`config.mk`:
```
export PLATFORM = sky130hd
export DESIGN_NAME = base64_stream_decoder_flat
export DESIGN_NICKNAME = d
export VERILOG_FILES = /design/src/rtl/b64d_pkg.sv /design/src/rtl/b64d_if.sv /design/src/rtl/b64d_core.sv /design/src/rtl/b64d_result_buf.sv /design/src/rtl/base64_stream_decoder.sv /design/src/flat_wrapper.sv
export SDC_FILE = /design/constraint.sdc
export NUM_CORES = 1
export LEC_CHECK = 0
export ABC_AREA = 0
export BUFFER_PORTS_ARGS = -buffer_cell sky130_fd_sc_hd__buf_4
export CAP_MARGIN = 20
export CORE_MARGIN = 2
export CORE_UTILIZATION = 68
export CTS_CLUSTER_SIZE = 25
export DETAILED_ROUTE_END_ITERATION = 10
export PLACE_DENSITY_LB_ADDON = 0.15
export SKIP_LAST_GASP = 1
export SLEW_MARGIN = 20
export SYNTH_ARGS = -nofsm -noshare
export SYNTH_HDL_FRONTEND = slang
export SYNTH_SLANG_ARGS = --single-unit
```
`constraint.sdc`:
```
create_clock -name clock -period 14.65 [get_ports clock]
set_input_delay 1.465 -clock clock [delete_from_list [all_inputs] [get_ports clock]]
set_output_delay 1.465 -clock clock [all_outputs]
set_load 0.01 [all_outputs]
```
`src/rtl/b64d_pkg.sv`:
```
`timescale 1ns / 1ps
`default_nettype none

package b64d_pkg;

   // Result kinds carried on the result channel.
   localparam logic [1:0] KIND_DATA = 2'd0;
   localparam logic [1:0] KIND_OK   = 2'd1;
   localparam logic [1:0] KIND_ERR  = 2'd2;

   // Configuration register indexes.
   localparam int unsigned CSR_IDX_W = 1;
   localparam logic [CSR_IDX_W-1:0] CSR_DELIMITER = 1'd0;
   localparam logic [CSR_IDX_W-1:0] CSR_URL_MODE  = 1'd1;

   // One item can cause at most four results.
   localparam int unsigned MAX_RESULTS = 4;

   typedef struct packed {
      logic [1:0] kind;
      logic [7:0] data;
      logic       last;
   } result_type;

   // Everything one input item produces, handed from the decoder to the result buffer.
   typedef struct packed {
      logic [2:0]                   num;
      result_type [MAX_RESULTS-1:0] items;
   } step_out_type;

endpackage

`default_nettype wire

```
`src/rtl/b64d_if.sv`:
```
`timescale 1ns / 1ps
`default_nettype none

// Input channel: one text byte per item.
interface b64d_req_if;
   logic       valid;
   logic       ready;
   logic [7:0] text_byte;
   logic       end_of_text;

   modport source (output valid, output text_byte, output end_of_text, input ready);
   modport sink   (input valid, input text_byte, input end_of_text, output ready);
endinterface

// Result channel: decoded bytes and the closing status.
interface b64d_rsp_if;
   logic       valid;
   logic       ready;
   logic [1:0] result_kind;
   logic [7:0] decoded_byte;
   logic       final_result;

   modport source (output valid, output result_kind, output decoded_byte,
                   output final_result, input ready);
   modport sink   (input valid, input result_kind, input decoded_byte,
                   input final_result, output ready);
endinterface

// Configuration write channel.
interface b64d_csr_if;
   logic       valid;
   logic       ready;
   logic [0:0] index;
   logic [7:0] data;

   modport source (output valid, output index, output data, input ready);
   modport sink   (input valid, input index, input data, output ready);
endinterface

`default_nettype wire

```
`src/rtl/b64d_core.sv`:
```
`timescale 1ns / 1ps
`default_nettype none

module b64d_core
   import b64d_pkg::*;
(
   input  wire logic   clock,
   input  wire logic   reset,
   input  wire logic   step_en,
   input  wire logic [7:0] text_byte,
   input  wire logic   end_of_text,
   b64d_csr_if.sink    csr_bus,
   output step_out_type step_out
);

   typedef enum logic [1:0] {
      PH_DECODING = 2'd0,
      PH_SEEKPAD  = 2'd1,
      PH_DONE     = 2'd2,
      PH_ERROR    = 2'd3
   } phase_type;

   typedef enum logic [2:0] {
      CC_SYMBOL,
      CC_STD_HIGH,
      CC_URL_HIGH,
      CC_PAD,
      CC_SKIP,
      CC_BAD
   } char_class_type;

   // Character class of one byte, independent of the alphabet in use.
   function automatic char_class_type classify(input logic [7:0] b);
      char_class_type c;
      c = CC_BAD;
      if ((b >= 8'h41 && b <= 8'h5A) || (b >= 8'h61 && b <= 8'h7A) ||
          (b >= 8'h30 && b <= 8'h39)) begin
         c = CC_SYMBOL;
      end else if (b == 8'h2B || b == 8'h2F) begin
         c = CC_STD_HIGH;
      end else if (b == 8'h2D || b == 8'h5F) begin
         c = CC_URL_HIGH;
      end else if (b == 8'h3D) begin
         c = CC_PAD;
      end else if (b == 8'hA0 || b == 8'h08 || b == 8'h09 || b == 8'h0A ||
                   b == 8'h0C || b == 8'h0D || b == 8'h20 || b == 8'h27) begin
         c = CC_SKIP;
      end
      return c;
   endfunction

   // Six-bit symbol value; both spellings of 62 and 63 map alike.
   function automatic logic [5:0] symbol_value(input logic [7:0] b);
      logic [5:0] v;
      v = 6'd0;
      if (b >= 8'h41 && b <= 8'h5A) begin
         v = 6'(b - 8'h41);
      end else if (b >= 8'h61 && b <= 8'h7A) begin
         v = 6'(b - 8'h61 + 8'd26);
      end else if (b >= 8'h30 && b <= 8'h39) begin
         v = 6'(b - 8'h30 + 8'd52);
      end else if (b == 8'h2B || b == 8'h2D) begin
         v = 6'd62;
      end else if (b == 8'h2F || b == 8'h5F) begin
         v = 6'd63;
      end
      return v;
   endfunction

   logic [7:0]  delim_ff;
   logic        url_cfg_ff;
   logic [23:0] acc_ff, acc_in;
   logic [1:0]  cnt_ff, cnt_in;
   logic        url_ff, url_in;
   logic        saw_ff, saw_in;
   phase_type   phase_ff, phase_in;

   char_class_type cls;
   logic [5:0]     sym;
   logic           add_sym;
   logic           ok;
   logic [2:0]     n;
   step_out_type   out_c;

   assign csr_bus.ready = 1'b1;

   // Decode step: classify the byte, update the group and collect results.
   always_comb begin
      acc_in   = acc_ff;
      cnt_in   = cnt_ff;
      url_in   = url_ff;
      saw_in   = saw_ff;
      phase_in = phase_ff;
      cls      = classify(text_byte);
      sym      = symbol_value(text_byte);
      add_sym  = 1'b0;
      ok       = 1'b0;
      n        = 3'd0;
      out_c    = '0;

      unique case (phase_ff)
         PH_DECODING: begin
            if (delim_ff != 8'd0 && text_byte == delim_ff) begin
               phase_in = PH_DONE;
            end else begin
               case (cls)
                  CC_SYMBOL: add_sym = 1'b1;
                  CC_STD_HIGH: begin
                     if (url_ff) begin
                        phase_in = PH_ERROR;
                     end else begin
                        saw_in  = 1'b1;
                        add_sym = 1'b1;
                     end
                  end
                  CC_URL_HIGH: begin
                     // A dash or underscore in standard mode switches alphabets unless a plus or slash came first.
                     if (url_ff || !saw_ff) begin
                        url_in  = 1'b1;
                        add_sym = 1'b1;
                     end else begin
                        phase_in = PH_ERROR;
                     end
                  end
                  CC_PAD: begin
                     if (cnt_ff == 2'd3) begin
                        out_c.items[n[1:0]] = '{KIND_DATA, acc_ff[17:10], 1'b0};
                        n = n + 3'd1;
                        out_c.items[n[1:0]] = '{KIND_DATA, acc_ff[9:2], 1'b0};
                        n = n + 3'd1;
                        acc_in   = '0;
                        cnt_in   = 2'd0;
                        phase_in = PH_DONE;
                     end else if (cnt_ff == 2'd2) begin
                        phase_in = PH_SEEKPAD;
                     end else begin
                        phase_in = PH_ERROR;
                     end
                  end
                  CC_SKIP: ;
                  default: phase_in = PH_ERROR;
               endcase
            end
         end
         PH_SEEKPAD: begin
            if (text_byte == 8'h3D) begin
               out_c.items[n[1:0]] = '{KIND_DATA, acc_ff[11:4], 1'b0};
               n = n + 3'd1;
               acc_in   = '0;
               cnt_in   = 2'd0;
               phase_in = PH_DONE;
            end
         end
         PH_DONE, PH_ERROR: ;
         default: ;
      endcase

      // Shift in a symbol; the fourth one completes three bytes.
      if (add_sym) begin
         acc_in = {acc_ff[17:0], sym};
         if (cnt_ff == 2'd3) begin
            out_c.items[n[1:0]] = '{KIND_DATA, acc_in[23:16], 1'b0};
            n = n + 3'd1;
            out_c.items[n[1:0]] = '{KIND_DATA, acc_in[15:8], 1'b0};
            n = n + 3'd1;
            out_c.items[n[1:0]] = '{KIND_DATA, acc_in[7:0], 1'b0};
            n = n + 3'd1;
            acc_in = '0;
            cnt_in = 2'd0;
         end else begin
            cnt_in = cnt_ff + 2'd1;
         end
      end

      // Close the string: flush an unpadded URL group and report status.
      if (end_of_text) begin
         if (phase_in == PH_ERROR || phase_in == PH_SEEKPAD) begin
            ok = 1'b0;
         end else if (cnt_in == 2'd0) begin
            ok = 1'b1;
         end else if (url_in && cnt_in == 2'd3) begin
            out_c.items[n[1:0]] = '{KIND_DATA, acc_in[17:10], 1'b0};
            n = n + 3'd1;
            out_c.items[n[1:0]] = '{KIND_DATA, acc_in[9:2], 1'b0};
            n = n + 3'd1;
            ok = 1'b1;
         end else if (url_in && cnt_in == 2'd2) begin
            out_c.items[n[1:0]] = '{KIND_DATA, acc_in[11:4], 1'b0};
            n = n + 3'd1;
            ok = 1'b1;
         end
         out_c.items[n[1:0]] = '{(ok ? KIND_OK : KIND_ERR), 8'd0, 1'b1};
         n = n + 3'd1;
         acc_in   = '0;
         cnt_in   = 2'd0;
         url_in   = url_cfg_ff;
         saw_in   = 1'b0;
         phase_in = PH_DECODING;
      end
      out_c.num = n;
   end

   assign step_out = out_c;

   // Configuration registers and decoder state.
   always_ff @(posedge clock) begin
      if (reset) begin
         delim_ff   <= 8'd0;
         url_cfg_ff <= 1'b0;
         acc_ff     <= '0;
         cnt_ff     <= 2'd0;
         url_ff     <= 1'b0;
         saw_ff     <= 1'b0;
         phase_ff   <= PH_DECODING;
      end else begin
         if (csr_bus.valid) begin
            if (csr_bus.index == CSR_DELIMITER) begin
               delim_ff <= csr_bus.data;
            end else if (csr_bus.index == CSR_URL_MODE) begin
               url_cfg_ff <= csr_bus.data[0];
            end
         end
         if (step_en) begin
            acc_ff   <= acc_in;
            cnt_ff   <= cnt_in;
            url_ff   <= url_in;
            saw_ff   <= saw_in;
            phase_ff <= phase_in;
         end
      end
   end

endmodule

`default_nettype wire

```
`src/rtl/b64d_result_buf.sv`:
```
`timescale 1ns / 1ps
`default_nettype none

module b64d_result_buf
   import b64d_pkg::*;
(
   input  wire logic          clock,
   input  wire logic          reset,
   input  wire logic          load,
   input  wire step_out_type  step_out,
   output logic               can_load,
   b64d_rsp_if.source         rsp_bus
);

   result_type [MAX_RESULTS-1:0] items_ff;
   logic [2:0] count_ff;
   logic [1:0] rd_ff;
   logic       pop;
   result_type head;

   assign head           = items_ff[rd_ff];
   assign rsp_bus.valid        = (count_ff != 3'd0);
   assign rsp_bus.result_kind  = head.kind;
   assign rsp_bus.decoded_byte = head.data;
   assign rsp_bus.final_result = head.last;
   assign pop            = rsp_bus.valid && rsp_bus.ready;

   // A new item may land once the last held result leaves in this cycle.
   assign can_load = (count_ff == 3'd0) || (count_ff == 3'd1 && rsp_bus.ready);

   // Result items of one input item, drained one per cycle while the receiver is ready.
   always_ff @(posedge clock) begin
      if (load) begin
         items_ff <= step_out.items;
      end
      if (reset) begin
         count_ff <= 3'd0;
         rd_ff    <= 2'd0;
      end else if (load) begin
         count_ff <= step_out.num;
         rd_ff    <= 2'd0;
      end else if (pop) begin
         count_ff <= count_ff - 3'd1;
         rd_ff    <= rd_ff + 2'd1;
      end
   end

endmodule

`default_nettype wire

```
`src/rtl/base64_stream_decoder.sv`:
```
`timescale 1ns / 1ps
`default_nettype none

// Streaming Base64 decoder. Each input item is one text byte; decoded bytes
// leave one per result item as soon as their group completes, and the item
// that carries end_of_text also yields one status result (success or error).
// An item causing zero or one result is taken every cycle while results are
// taken; one causing more (at most four) holds the input until its last result
// leaves; its results drain via the single result port of a four-entry result
// register. Registers: index 0 is the delimiter byte (0 disables it), index 1
// selects the URL-safe alphabet from the next string on. Write them while idle.
module base64_stream_decoder
   import b64d_pkg::*;
(
   input  wire logic  clock,
   input  wire logic  reset,
   b64d_req_if.sink   req_bus,
   b64d_rsp_if.source rsp_bus,
   b64d_csr_if.sink   csr_bus
);

   step_out_type step_out;
   logic         can_load;
   logic         step_en;

   assign req_bus.ready = can_load;
   assign step_en       = req_bus.valid && can_load;

   b64d_core u_core (
      .clock       (clock),
      .reset       (reset),
      .step_en     (step_en),
      .text_byte   (req_bus.text_byte),
      .end_of_text (req_bus.end_of_text),
      .csr_bus     (csr_bus),
      .step_out    (step_out)
   );

   b64d_result_buf u_result_buf (
      .clock    (clock),
      .reset    (reset),
      .load     (step_en),
      .step_out (step_out),
      .can_load (can_load),
      .rsp_bus  (rsp_bus)
   );

endmodule

`default_nettype wire

```
`src/flat_wrapper.sv`:
```
// flat-port wrapper written by rule: the top's interface ports become plain ports
module base64_stream_decoder_flat import b64d_pkg::*;
  (clock, reset, req_bus_valid, req_bus_text_byte, req_bus_end_of_text, req_bus_ready, rsp_bus_valid, rsp_bus_result_kind, rsp_bus_decoded_byte, rsp_bus_final_result, rsp_bus_ready, csr_bus_valid, csr_bus_index, csr_bus_data, csr_bus_ready);
  b64d_req_if req_bus_i ();
  b64d_rsp_if rsp_bus_i ();
  b64d_csr_if csr_bus_i ();
  input  wire logic clock;
  input  wire logic reset;
  input wire logic [$bits(req_bus_i.valid)-1:0] req_bus_valid;
  input wire logic [$bits(req_bus_i.text_byte)-1:0] req_bus_text_byte;
  input wire logic [$bits(req_bus_i.end_of_text)-1:0] req_bus_end_of_text;
  output wire logic [$bits(req_bus_i.ready)-1:0] req_bus_ready;
  output wire logic [$bits(rsp_bus_i.valid)-1:0] rsp_bus_valid;
  output wire logic [$bits(rsp_bus_i.result_kind)-1:0] rsp_bus_result_kind;
  output wire logic [$bits(rsp_bus_i.decoded_byte)-1:0] rsp_bus_decoded_byte;
  output wire logic [$bits(rsp_bus_i.final_result)-1:0] rsp_bus_final_result;
  input wire logic [$bits(rsp_bus_i.ready)-1:0] rsp_bus_ready;
  input wire logic [$bits(csr_bus_i.valid)-1:0] csr_bus_valid;
  input wire logic [$bits(csr_bus_i.index)-1:0] csr_bus_index;
  input wire logic [$bits(csr_bus_i.data)-1:0] csr_bus_data;
  output wire logic [$bits(csr_bus_i.ready)-1:0] csr_bus_ready;
  assign req_bus_i.valid = req_bus_valid;
  assign req_bus_i.text_byte = req_bus_text_byte;
  assign req_bus_i.end_of_text = req_bus_end_of_text;
  assign req_bus_ready = req_bus_i.ready;
  assign rsp_bus_valid = rsp_bus_i.valid;
  assign rsp_bus_result_kind = rsp_bus_i.result_kind;
  assign rsp_bus_decoded_byte = rsp_bus_i.decoded_byte;
  assign rsp_bus_final_result = rsp_bus_i.final_result;
  assign rsp_bus_i.ready = rsp_bus_ready;
  assign csr_bus_i.valid = csr_bus_valid;
  assign csr_bus_i.index = csr_bus_index;
  assign csr_bus_i.data = csr_bus_data;
  assign csr_bus_ready = csr_bus_i.ready;
  base64_stream_decoder u_core (.clock(clock), .reset(reset), .req_bus(req_bus_i), .rsp_bus(rsp_bus_i), .csr_bus(csr_bus_i));
endmodule
```
; ---- Word-level counts from Yosys, hierarchy flattened
; Cells that the tools add are included.
[classes]
n_eq_ne = 32
mux = 106
order_cmp = 19
n_reduce_logical = 48
addsub = 14
bitwise_logic = 1
[op_table]
columns = operator, count
row1 = two-way mux 44 bit, 8
row2 = bitwise mux 44 bit, 7
row3 = demux 11 bit (select 2 bit), 6
row4 = two-way mux 18 bit, 7
row5 = two-way mux 11 bit, 8
row6 = two-way mux 20 bit, 3
row7 = equality test 8 x 6 -> 1 bit (second input constant), 6
row8 = two-way mux 3 bit, 14
row9 = equality test 8 x 4 -> 1 bit (second input constant), 5
row10 = two-way mux 2 bit, 18
row11 = one-hot mux 18 bit (2 select lines), 1
row12 = two-way mux 6 bit, 5
row13 = binary-select mux 11 bit (select 2 bit), 1
row14 = one-hot mux 11 bit (2 select lines), 1
row15 = less-than comparator 2 x 3 -> 1 bit (second input constant), 7
row16 = two-way mux 1 bit, 21
row17 = adder 3 x 1 -> 3 bit (second input constant), 6
row18 = greater-or-equal comparator 8 x 7 -> 1 bit (second input constant), 2
row19 = <= comparator 8 x 7 -> 1 bit (second input constant), 2
row20 = logical OR 1 bit, 16
row21 = logical AND 1 bit, 15
row22 = greater-or-equal comparator 2 x 1 -> 1 bit (second input constant), 6
row23 = inequality test 4 bit (second input constant), 3
row24 = one-hot mux 2 bit (2 select lines), 3
row25 = other kinds (33), 49
[totals]
output_inout_bits = 14
in_bits = 23
elab_cells = 242
reg_bits = 82

; ---- Longest topological paths before layout
[depth]
depth_word = 34
depth_mapped = 24
mapped_depth_nobuf = 20

; ---- Hierarchy
; Synthesis repeated with hierarchy kept, for this count alone.
[hier_totals]
hier_cells = 958
hier_area_um2 = 8050.2
[modules_own_cells]
columns = module, area_each_um2, n_inst, cells_per_inst
row1 = b64d_core, 6162.2, 1, 863
row2 = b64d_result_buf, 1881.8, 1, 94
row3 = base64_stream_decoder, 6.3, 1, 1

; ---- Least setup slack after synthesis
; No wires, ideal clock.
[synth_path]
path_type = input -> register
start = input port req_bus_text_byte[1]
end = register u_core.u_result_buf.items_ff[24] in the netlist's numbering, data pin
setup_slack_ps = 8621
cell_stages = 23
n_path_buf = 4
arrival_time_ps = 5899
cell_sequence = buf_2 inv_1 ha_1 and2_1 o2bb2a_4 or2_1 o311ai_4 nand3_2 buf_2 clkbuf_1 o21ai_0 inv_1 ha_1 clkbuf_1 or3_1 a21oi_1 a21oi_1 ha_1 inv_1 nand3_1 a21o_1 a211oi_1 a211o_1
[synth_rtl]
columns = item, line_no
row1 = from (decl), flat_wrapper.sv:10  ; input wire logic [$bits(req_bus_i.text_byte)-1:0] req_bus_text_byte;
row2 = to (signal assigned), b64d_result_buf.sv:34  ; items_ff <= step_out.items;
row3 = to (decl), b64d_result_buf.sv:15  ; result_type [MAX_RESULTS-1:0] items_ff;

==> metrics.yaml <==
run_status: "finished, final reports clean"
detailedPlacementHpwl_um: 19570
firstDrtPassIters: 6
first_global_vias: 7948
ir_drop_mv: 0.1658
setup.worst_path.start: "req_bus_text_byte[3]"
synth.cell_area_sq_um: 7790
floorplan.rows: 39
post-route-util_pct: 72.89
grt_remaining_overflow: 0
synth_nets: 1005
initial_util_pct: 68.81
chipHeight_um: 111.0
timing.clock.skew_ps: 5.469
worst_setup_path_endpoint: "u_core.u_result_buf.items_ff[27]"
drcViolationCount: 0
clock_transition_at_the_registers_of_the_reported_paths_ps: 60
core_area_sq_um: 11320
cts-htree-levels: 3
worstReg2RegStart: "u_core.u_core.delim_ff[3]"
nets: 981
grt_max_degree: 54
insertion_delay_ps: 350
synth-edff-count: 44
tns_ps: 0
detail_route.iter0.violations: 1420
postSynthAreaPerCell_sq_um: 8.226
finalMaxSlewViolations: 0
largest_fanout_on_the_critical_path: 30
dieArea_sq_um: 12330
clock_tree.root_cell: "sky130_fd_sc_hd__clkbuf_16"
power-per-cell-area_nw_per_um2: 94.12
yosys_register_bits: 82
netlist_instances: 947
slew_headroom_pct: 22.26
dp_cells: 1055
fin_crit_ps: 7108
dominant_combinational_cell_family_by_area_after_synthesis: "compound AO/OA/AOI/OAI gates"
detail_route.wirelength_um: 27460
port_buffers: 35
synth_adder_area_share_pct: 5.622
final_hold_vio_count: 0
routed_wire_length_per_instance_um: 25.64
cts.sink_count: 82
clock_tree_from_tritoncts: "done"
final_setup_violation_count: 0
floorplan.die.width_um: 111.0
asyncSetResetFlopFracSynth_pct: 0
synth-simple-area-share_pct: 18.41
worst_slack_ps: 7542
boundaryPins: 37
hold_buffer_count_at_cts: 0
grt_usage_pct: 43.90
vias: 8418
r2r_setup_slack_ps: 8810
ys_warn_count: 0
synth-compound-area-share_pct: 35.66
required_ps: 14830
yosys-mux-area-fraction_pct: 5.381
rr_worst_depth: 17
critical_path.endpoint_type: "flip-flop"
antenna_cells: 0
tightestPinTransition_ps: 1162
post_route_cells_drive_above_1_share_pct: 11.75
synth-xor-area-share_pct: 1.574
max-cap-violations: 0
cp_data_arrival_time_ps: 7290
post_cts.repair.setup_buffers: 0
first_pass_grt_wire_length_um: 42900
end_of_the_worst_register_to_register_path: "u_core.u_result_buf.items_ff[27]"
area_growth_syn_to_layout_pct: 5.927
setup_repair_after_global_routing_missed_its_margin: "false"
antenna_found_initial: 0
ys_dominant_reg_cell: "sky130_fd_sc_hd__edfxtp_1"
finalWeightedCongestion: 1.044
seq_area_frac_synth_pct: 26.73
dp_worst_setup_slack_ps: 7436
ctsLongestPathBuffers: 2
hold_crit_class: "reg2reg"
via_per_inst: 7.860
start_kind: "primary input"
cts.repair.resized: 0
worst-setup-path-type: "in2reg"
final-instance-count-excl-fill: 1071
layout_worst_path_cycle_share_pct: 48.52
design_power_total_mw: 0.7766
ys_types: 98
power_leakage_nw: 2.957
numCtsBuffers: 9
timing.fmax_mhz: 140.7
detail-route-antenna-nets: 0
==> worst min-delay path by stage <==
stage                                   startpoint                  endpoint  depth (start not counted)
after floorplan           u_core.u_core.url_cfg_ff  u_core.u_core.url_cfg_ff                          2
after global placement    u_core.u_core.url_cfg_ff  u_core.u_core.url_cfg_ff                          2
after detailed placement  u_core.u_core.url_cfg_ff  u_core.u_core.url_cfg_ff                          2
after CTS                 u_core.u_core.url_cfg_ff  u_core.u_core.url_cfg_ff                          2
after global routing      u_core.u_core.url_cfg_ff  u_core.u_core.url_cfg_ff                          2
final                     u_core.u_core.url_cfg_ff  u_core.u_core.url_cfg_ff                          2
==> cells in the mapped netlist, drive strengths merged, types with 11 or more instances <==
cell	n	area (sq um)
inv	40	150.1
a211oi	28	242.7
edfxtp	44	1321
nor3	20	127.6
o21ai	63	322.8
clkbuf	43	161.4
a21o	11	82.58
and3	15	93.84
dfxtp	38	760.7
mux2i	16	160.2
buf	33	190.2
nor2	73	284.0
nand2b	14	87.58
o22ai	20	125.1
and2	15	96.34
a22oi	24	200.2
o211ai	14	105.1
nand2	103	391.6
mux4	11	247.7
a32o	11	112.6
a21oi	73	369.1
nand3	23	135.1
a221oi	16	146.4
ha	35	437.9
==> report_power, final <==
group          internal (mW)  switching, mW  leakage [nW]  total, mW
clock network          0.154         0.0995         0.163      0.254
logic                 0.0779          0.134          2.05      0.212
registers              0.290         0.0213         0.745      0.311
==> placed cells by master, fill, tap and decap left out, types with 5 or more instances in the layout <==
master                        n
sky130_fd_sc_hd__a22oi_1     20
sky130_fd_sc_hd__a31oi_1      8
sky130_fd_sc_hd__a211oi_1    23
sky130_fd_sc_hd__o21ai_0     55
sky130_fd_sc_hd__and2_1      14
sky130_fd_sc_hd__o211ai_1    14
sky130_fd_sc_hd__o22ai_1     20
sky130_fd_sc_hd__a32oi_1      8
sky130_fd_sc_hd__mux4_2      11
sky130_fd_sc_hd__xnor2_1      6
sky130_fd_sc_hd__nor4_1       5
sky130_fd_sc_hd__ha_1        35
sky130_fd_sc_hd__and3_1      15
sky130_fd_sc_hd__nand3_1     19
sky130_fd_sc_hd__nand2b_1    14
sky130_fd_sc_hd__nand2_1    101
sky130_fd_sc_hd__a221oi_1    15
sky130_fd_sc_hd__buf_4       41
sky130_fd_sc_hd__xor2_1       8
sky130_fd_sc_hd__edfxtp_1    44
sky130_fd_sc_hd__a211o_1      8
sky130_fd_sc_hd__o31ai_1      7
sky130_fd_sc_hd__inv_1       38
sky130_fd_sc_hd__o21a_1       7
sky130_fd_sc_hd__a32o_1       9
sky130_fd_sc_hd__o221ai_1     6
sky130_fd_sc_hd__dfxtp_1     38
sky130_fd_sc_hd__nor2_1      71
sky130_fd_sc_hd__a22o_1       9
sky130_fd_sc_hd__a2111oi_0    7
sky130_fd_sc_hd__o21ai_1      6
sky130_fd_sc_hd__a2bb2oi_1    6
sky130_fd_sc_hd__a21oi_1     72
sky130_fd_sc_hd__clkbuf_16    9
sky130_fd_sc_hd__a222oi_1     7
sky130_fd_sc_hd__nor3_1      17
sky130_fd_sc_hd__mux2i_1     16
sky130_fd_sc_hd__a21o_1      11
==> sequential cells by signal (all words and copies together), names as in the netlist <==
name / flops
u_core.u_core.acc_ff: 18
u_core.u_core.cnt_ff: 2
u_core.u_core.delim_ff: 8
u_core.u_core.phase_ff: 2
u_core.u_core.saw_ff: 1
u_core.u_core.url_cfg_ff: 1
u_core.u_core.url_ff: 1
u_core.u_result_buf.count_ff: 3
u_core.u_result_buf.items_ff: 44
u_core.u_result_buf.rd_ff: 2
==> cell type report <==
type | instances | area (sq um)
inverter | 43 | 161.4
fill | 813 | 3069
clock inverter | 6 | 87.58
clock buffer | 10 | 239.0
tap | 143 | 178.9
sequential | 82 | 2082
multi-input combinational | 746 | 5195
timing repair buffer | 41 | 307.8
==> stage by stage <==
| step | cell area [sq um] | hold slack (ps) |
|---|---|---|
| 4_1_cts | 8252 | 483.5 |
| 2_1_floorplan | 7790 | 436.5 |
| 6_report | 8252 | 478.3 |
| 5_1_grt | 8252 | 520.4 |
| 3_5_place_dp | 7925 | 474.5 |
| 3_3_place_gp | 7925 | 444.7 |
==> layer usage <==
| layer | part of all wire, % | vias to the layer above | global-route usage (%) | wire [um] |
|---|---|---|---|---|
| met3 | 12 | 177 | 10.39 | 3388 |
| met1 | 35 | 3895 | 54.17 | 9595 |
| li1 | - | 3597 | - | - |
| met4 | 7.0 | 0 | 26.17 | 1919 |
| met2 | 46 | 749 | 70.14 | 12560 |
| met5 | 0 | - | 0 | 0 |
==> critical path, stage by stage <==
cell and delay (ps):
sky130_fd_sc_hd__buf_4 150, sky130_fd_sc_hd__ha_1 380, sky130_fd_sc_hd__nand3b_1 190, sky130_fd_sc_hd__o2bb2a_4 260, sky130_fd_sc_hd__or2_1 270, sky130_fd_sc_hd__o311ai_4 470, sky130_fd_sc_hd__nand3_2 600, sky130_fd_sc_hd__o21ai_0 710
sky130_fd_sc_hd__inv_1 230, sky130_fd_sc_hd__ha_1 480, sky130_fd_sc_hd__or3_1 430, sky130_fd_sc_hd__a21oi_1 230, sky130_fd_sc_hd__a21oi_1 100, sky130_fd_sc_hd__ha_1 230, sky130_fd_sc_hd__inv_1 140, sky130_fd_sc_hd__nand3_1 290
sky130_fd_sc_hd__a21oi_1 310, sky130_fd_sc_hd__o221ai_1 180, sky130_fd_sc_hd__o211ai_1 140
==> cells by family after synthesis <==
group / count (synthesis)
AOI/OAI and AO/OA: 375
and+or+nand+nor: 293
buffers and inverters: 119
DFF: 82
adders and majority gates: 35
muxes: 28
xor gates and xnor gates: 14
other: 1
Power figures use the tool's default switching activity.
